**src/hdl/spk_div.sv**
```systemverilog
// Pipelined restoring divider with saturation and a tag that travels with each word.
// One quotient bit per stage, after an input register. No dependencies.
`default_nettype none

module spk_div #(
    parameter int NW = 8,
    parameter int DW = 8,
    parameter int QW = 4,
    parameter int TW = 1
)(
    input  logic          clk,
    input  logic          rst_n,
    input  logic          en,
    input  logic [NW-1:0] num,
    input  logic [DW-1:0] den,
    input  logic [TW-1:0] tag_in,
    output logic [QW-1:0] quo,
    output logic [TW-1:0] tag_out
);

    localparam int MW = (NW > DW) ? NW : DW;

    logic [NW-1:0] rem_reg [QW+1];
    logic [DW-1:0] den_reg [QW+1];
    logic [QW-1:0] quo_reg [QW+1];
    logic          sat_reg [QW+1];
    logic [TW-1:0] tag_reg [QW+1];

    always_ff @(posedge clk)
    begin
        if (en)
        begin
            rem_reg[0] <= num;
            den_reg[0] <= den;
            quo_reg[0] <= '0;
            sat_reg[0] <= MW'(num >> QW) >= MW'(den);
        end
    end

    always_ff @(posedge clk or negedge rst_n)
    begin
        if (!rst_n)
        begin
            tag_reg[0] <= '0;
        end
        else if (en)
        begin
            tag_reg[0] <= tag_in;
        end
    end

    for (genvar k = 0; k < QW; k++)
    begin : g_stage
        localparam int B = QW - 1 - k;
        logic [MW-1:0] part;
        logic          ge;

        always_comb
        begin
            part = MW'(rem_reg[k] >> B);
            ge   = part >= MW'(den_reg[k]);
        end

        always_ff @(posedge clk)
        begin
            if (en)
            begin
                rem_reg[k+1] <= ge ? rem_reg[k] - NW'((NW+DW)'(den_reg[k]) << B)
                                   : rem_reg[k];
                den_reg[k+1] <= den_reg[k];
                quo_reg[k+1] <= quo_reg[k] | (QW'(ge) << B);
                sat_reg[k+1] <= sat_reg[k];
            end
        end

        always_ff @(posedge clk or negedge rst_n)
        begin
            if (!rst_n)
            begin
                tag_reg[k+1] <= '0;
            end
            else if (en)
            begin
                tag_reg[k+1] <= tag_reg[k];
            end
        end
    end

    assign quo     = sat_reg[QW] ? {QW{1'b1}} : quo_reg[QW];
    assign tag_out = tag_reg[QW];

endmodule

`default_nettype wire

```
**config.mk**
```make
export PLATFORM = sky130hd
export DESIGN_NAME = spk_div
export DESIGN_NICKNAME = d
export VERILOG_FILES = /design/src/hdl/spk_div.sv
export SDC_FILE = /design/constraint.sdc
export NUM_CORES = 1
export LEC_CHECK = 0
export BUFFER_PORTS_ARGS = -buffer_cell sky130_fd_sc_hd__buf_4
export CAP_MARGIN = 20
export CORE_MARGIN = 4
export CORE_UTILIZATION = 45
export CTS_CLUSTER_DIAMETER = 120
export DETAILED_ROUTE_END_ITERATION = 8
export RECOVER_POWER = 50
export SYNTH_ARGS = -nofsm -noshare
export SYNTH_HDL_FRONTEND = slang
export SYNTH_SLANG_ARGS = --single-unit
export TNS_END_PERCENT = 20
```
**constraint.sdc**
```tcl
create_clock -name clk -period 3.5 [get_ports clk]
set_input_delay 0.35 -clock clk [delete_from_list [all_inputs] [get_ports clk]]
set_output_delay 0.35 -clock clk [all_outputs]
set_load 0.01 [all_outputs]
```
==> results.toml <==
[floorplanning]
initial_core_util_pct = 46.74
pin_count = 25
die-area_um2 = 10220
fp.coreArea_um2 = 8341
dieHeight_um = 101.1
die_x_um = 101.1
rows = 33

[synth]
async_flop_share_pct = 5.952
syn_area_per_cell_um2 = 14.49
ys_warn_count = 0
synthTopCellsByArea = "edfxtp_1 61%, ha_1 9.6%, mux2_2 4.9%"
postSynthCellCount = 269
synth_ff_type = "edfxtp_1"
synth_edf_count = 79
yosysSeqAreaShare_pct = 64.06
synthDistinctLibCells = 41
synth_largest_area_cell = "edfxtp_1"
ys_ff_latch = 84
synth_common_cells = "79 x edfxtp_1, 40 x inv_1, 30 x ha_1"
synth_most_common_cell = "edfxtp_1"
synth.top_cell.area_share_pct = 60.85
syn-num-nets = 322
syn_area_um2 = 3899

[global_routing]
antenna_found_initial = 0
grt_pass1_wl_mm = 9.156
grt_overflow = 0
grt_pass1_vias = 2076
grt_max_degree = 85
grt_usage_pct = 11.48

[critical_path]
end_kind = "register"
crit_fanout = 8
startpoint_type = "register"
reg2reg_depth = 7
cp.buffers_inverters = 0
path_delay_family = "adder cells"
path_cells = "ha_1 -> fa_1 -> nand2b_1 -> a21oi_1 -> a41oi_1 -> o22a_1 -> mux2_2"
slowest_delay_ns = 0.43
cp.required_ns = 3.59
path_class = "reg2reg"
cp_slowest_cell = "edfxtp_1"
arrival_ns = 2.50
cp_num_cells = 7

[timing]
rsz0062_at_grt = "false"
worst_pin_slew_ns = 1.993
hold_violations = 0
slew_violations = 85
fmax_mhz = 414.9
setup_viol = 0
maxSlewHeadroom_pct = -32.84
fin_skew_ns = 0.008860
fin_crit_sh_pct = 68.86
fin_tns_setup_ns = 0
fin_crit_ns = 2.410

[cells_and_area]
fill_cells = 703
drive_gt1_share_pct = 19.09
multi_input_area_um2 = 1246
layout.nets = 357
area_growth_pct = 12.71
register_area_um2 = 2497
num_antenna_cells = 0

[clock_tree]
cts_root_buffer = "clkbuf_8"
path_clk_slew_ns = 0.08
htree_levels = 3
cts_buffers = 9
cts_tree = "yes"
cts_num_sinks = 84
insertion_delay_ns = 0.34
post_cts_resized = 0
clockBufferDepth = 2
cts_setup_buffers = 0

[place]
dp_hpwl_mm = 3.643
numPortBuffers = 24
gp_congestion = 0.8342

[routing]
remaining_drc_errors = 0
final_antenna_net_count = 0
routed.top_layer = "met4"
wl_per_cell_um = 12.77
first_iter_violations = 60
drt-total-wl_mm = 5.286
wl_met2_mm = 2.629
first_pass_iters = 4
drt-vias-per-instance = 5.000
vias = 2070
wl_met3_um = 198
wirelength_met1_mm = 2.395

[min_path]
hp-class = "in2reg"
whs_path_depth = 1

[power]
power.density_nw_per_um2 = 506.6
power_mw = 2.226
p_leak_nw = 1.834
vdd_drop_max_uv = 238.0

[status]
violations = "capacitance limit, slew limit"
status = "finished, violations left"

[job]
max_cap_viol_count = 1
[per-stage QoR]
step	worst slack (ns)	util, %	hold slack (ns)	std cells	area (um2)
after global placement	1.218	50.42	0.1527	397	4205
final	1.090	52.69	0.2053	414	4394
after global routing	1.006	52.69	0.1766	414	4394
after detailed placement	1.136	50.42	0.1543	397	4205
after floorplan	1.314	-	0.05441	269	3899
after CTS	1.092	52.85	0.1632	414	4408
[cell usage in the layout (no fill, tap or decap), types with 2 or more instances in the layout]
cell	synthesis	final
dfrtp_1	5	5
fa_1	3	3
xor2_1	2	2
a21oi_1	10	10
or2_2	4	4
buf_4	0	6
nand3_1	2	2
o21ai_0	7	7
mux2i_1	9	9
o21a_1	2	2
nor2b_1	5	5
clkbuf_4	0	14
mux2_2	17	17
clkbuf_1	0	5
clkbuf_8	0	9
nand2_1	5	5
inv_1	40	40
xnor2_1	4	4
clkinvlp_4	0	3
edfxtp_1	79	79
nor2_1	12	12
nand2b_1	5	5
a21o_1	4	4
ha_1	30	30
nor3_1	3	3
[final timing paths]
check	startpoint	end	slack, ns
min reg2reg	quo_reg[3][3]$_DFFE_PP_	quo_reg[4][3]$_DFFE_PP_	0.42
min	num[0]	rem_reg[0][0]$_DFFE_PP_	0.21
max reg2reg	den_reg[0][16]$_DFFE_PP_	rem_reg[0][31]$_DFFE_PP_	1.09
max	den_reg[0][16]$_DFFE_PP_	rem_reg[0][31]$_DFFE_PP_	1.09
max in group asynchronous	rst_n	tag_reg[2]$_DFFE_PN0P_	2.91
min in group asynchronous	rst_n	tag_reg[3]$_DFFE_PN0P_	0.39
[cell families after synthesis]
logic type / count (synthesis) / share of synthesized area [%]
adders and majority gates: 33 / 11.17
DFF: 84 / 64.06
xor gates and xnor gates: 6 / 1.348
muxes: 26 / 7.221
and+or+nand+nor: 44 / 5.970
buffers and inverters: 41 / 3.979
AOI/OAI and AO/OA: 35 / 6.258
[power breakdown]
group	switching (mW)	internal (mW)	total [mW]	leakage, nW
Clock	0.336	0.333	0.669	0.0862
Combinational	0.164	0.158	0.322	0.913
Sequential	0.0348	1.20	1.24	0.835
Total	0.534	1.69	2.23	1.83
[area by class of cell]
type	instances	share of cell area, %
Timing Repair Buffer	25	4.015
Tap cell	105	2.990
Inverter	40	3.417
Clock inverter	5	1.395
Clock buffer	11	2.990
Sequential cell	84	56.83
Multi-Input combinational cell	144	28.36
[per-layer routing]
metal	global-route usage [%]	up-vias
met3	2.491	9
met2	19.32	40
met4	5.521	0
met5	0	-
met1	13.95	968
li1	-	1053
[worst reg2reg max path: stages, from the launching register on]
cell and delay (ns):
edfxtp_1 0.43, ha_1 0.23, fa_1 0.41, nand2b_1 0.18, a21oi_1 0.18, a41oi_1 0.07
o22a_1 0.34, mux2_2 0.33
[timing repair]
action | 4_1_cts | 5_1_grt
endpoints found under the hold margin | 5 | 0
hold buffers | 1 | 0
setup endpoints to repair | 0 | 0
Note: power is estimated with default switching activity, not from simulation.
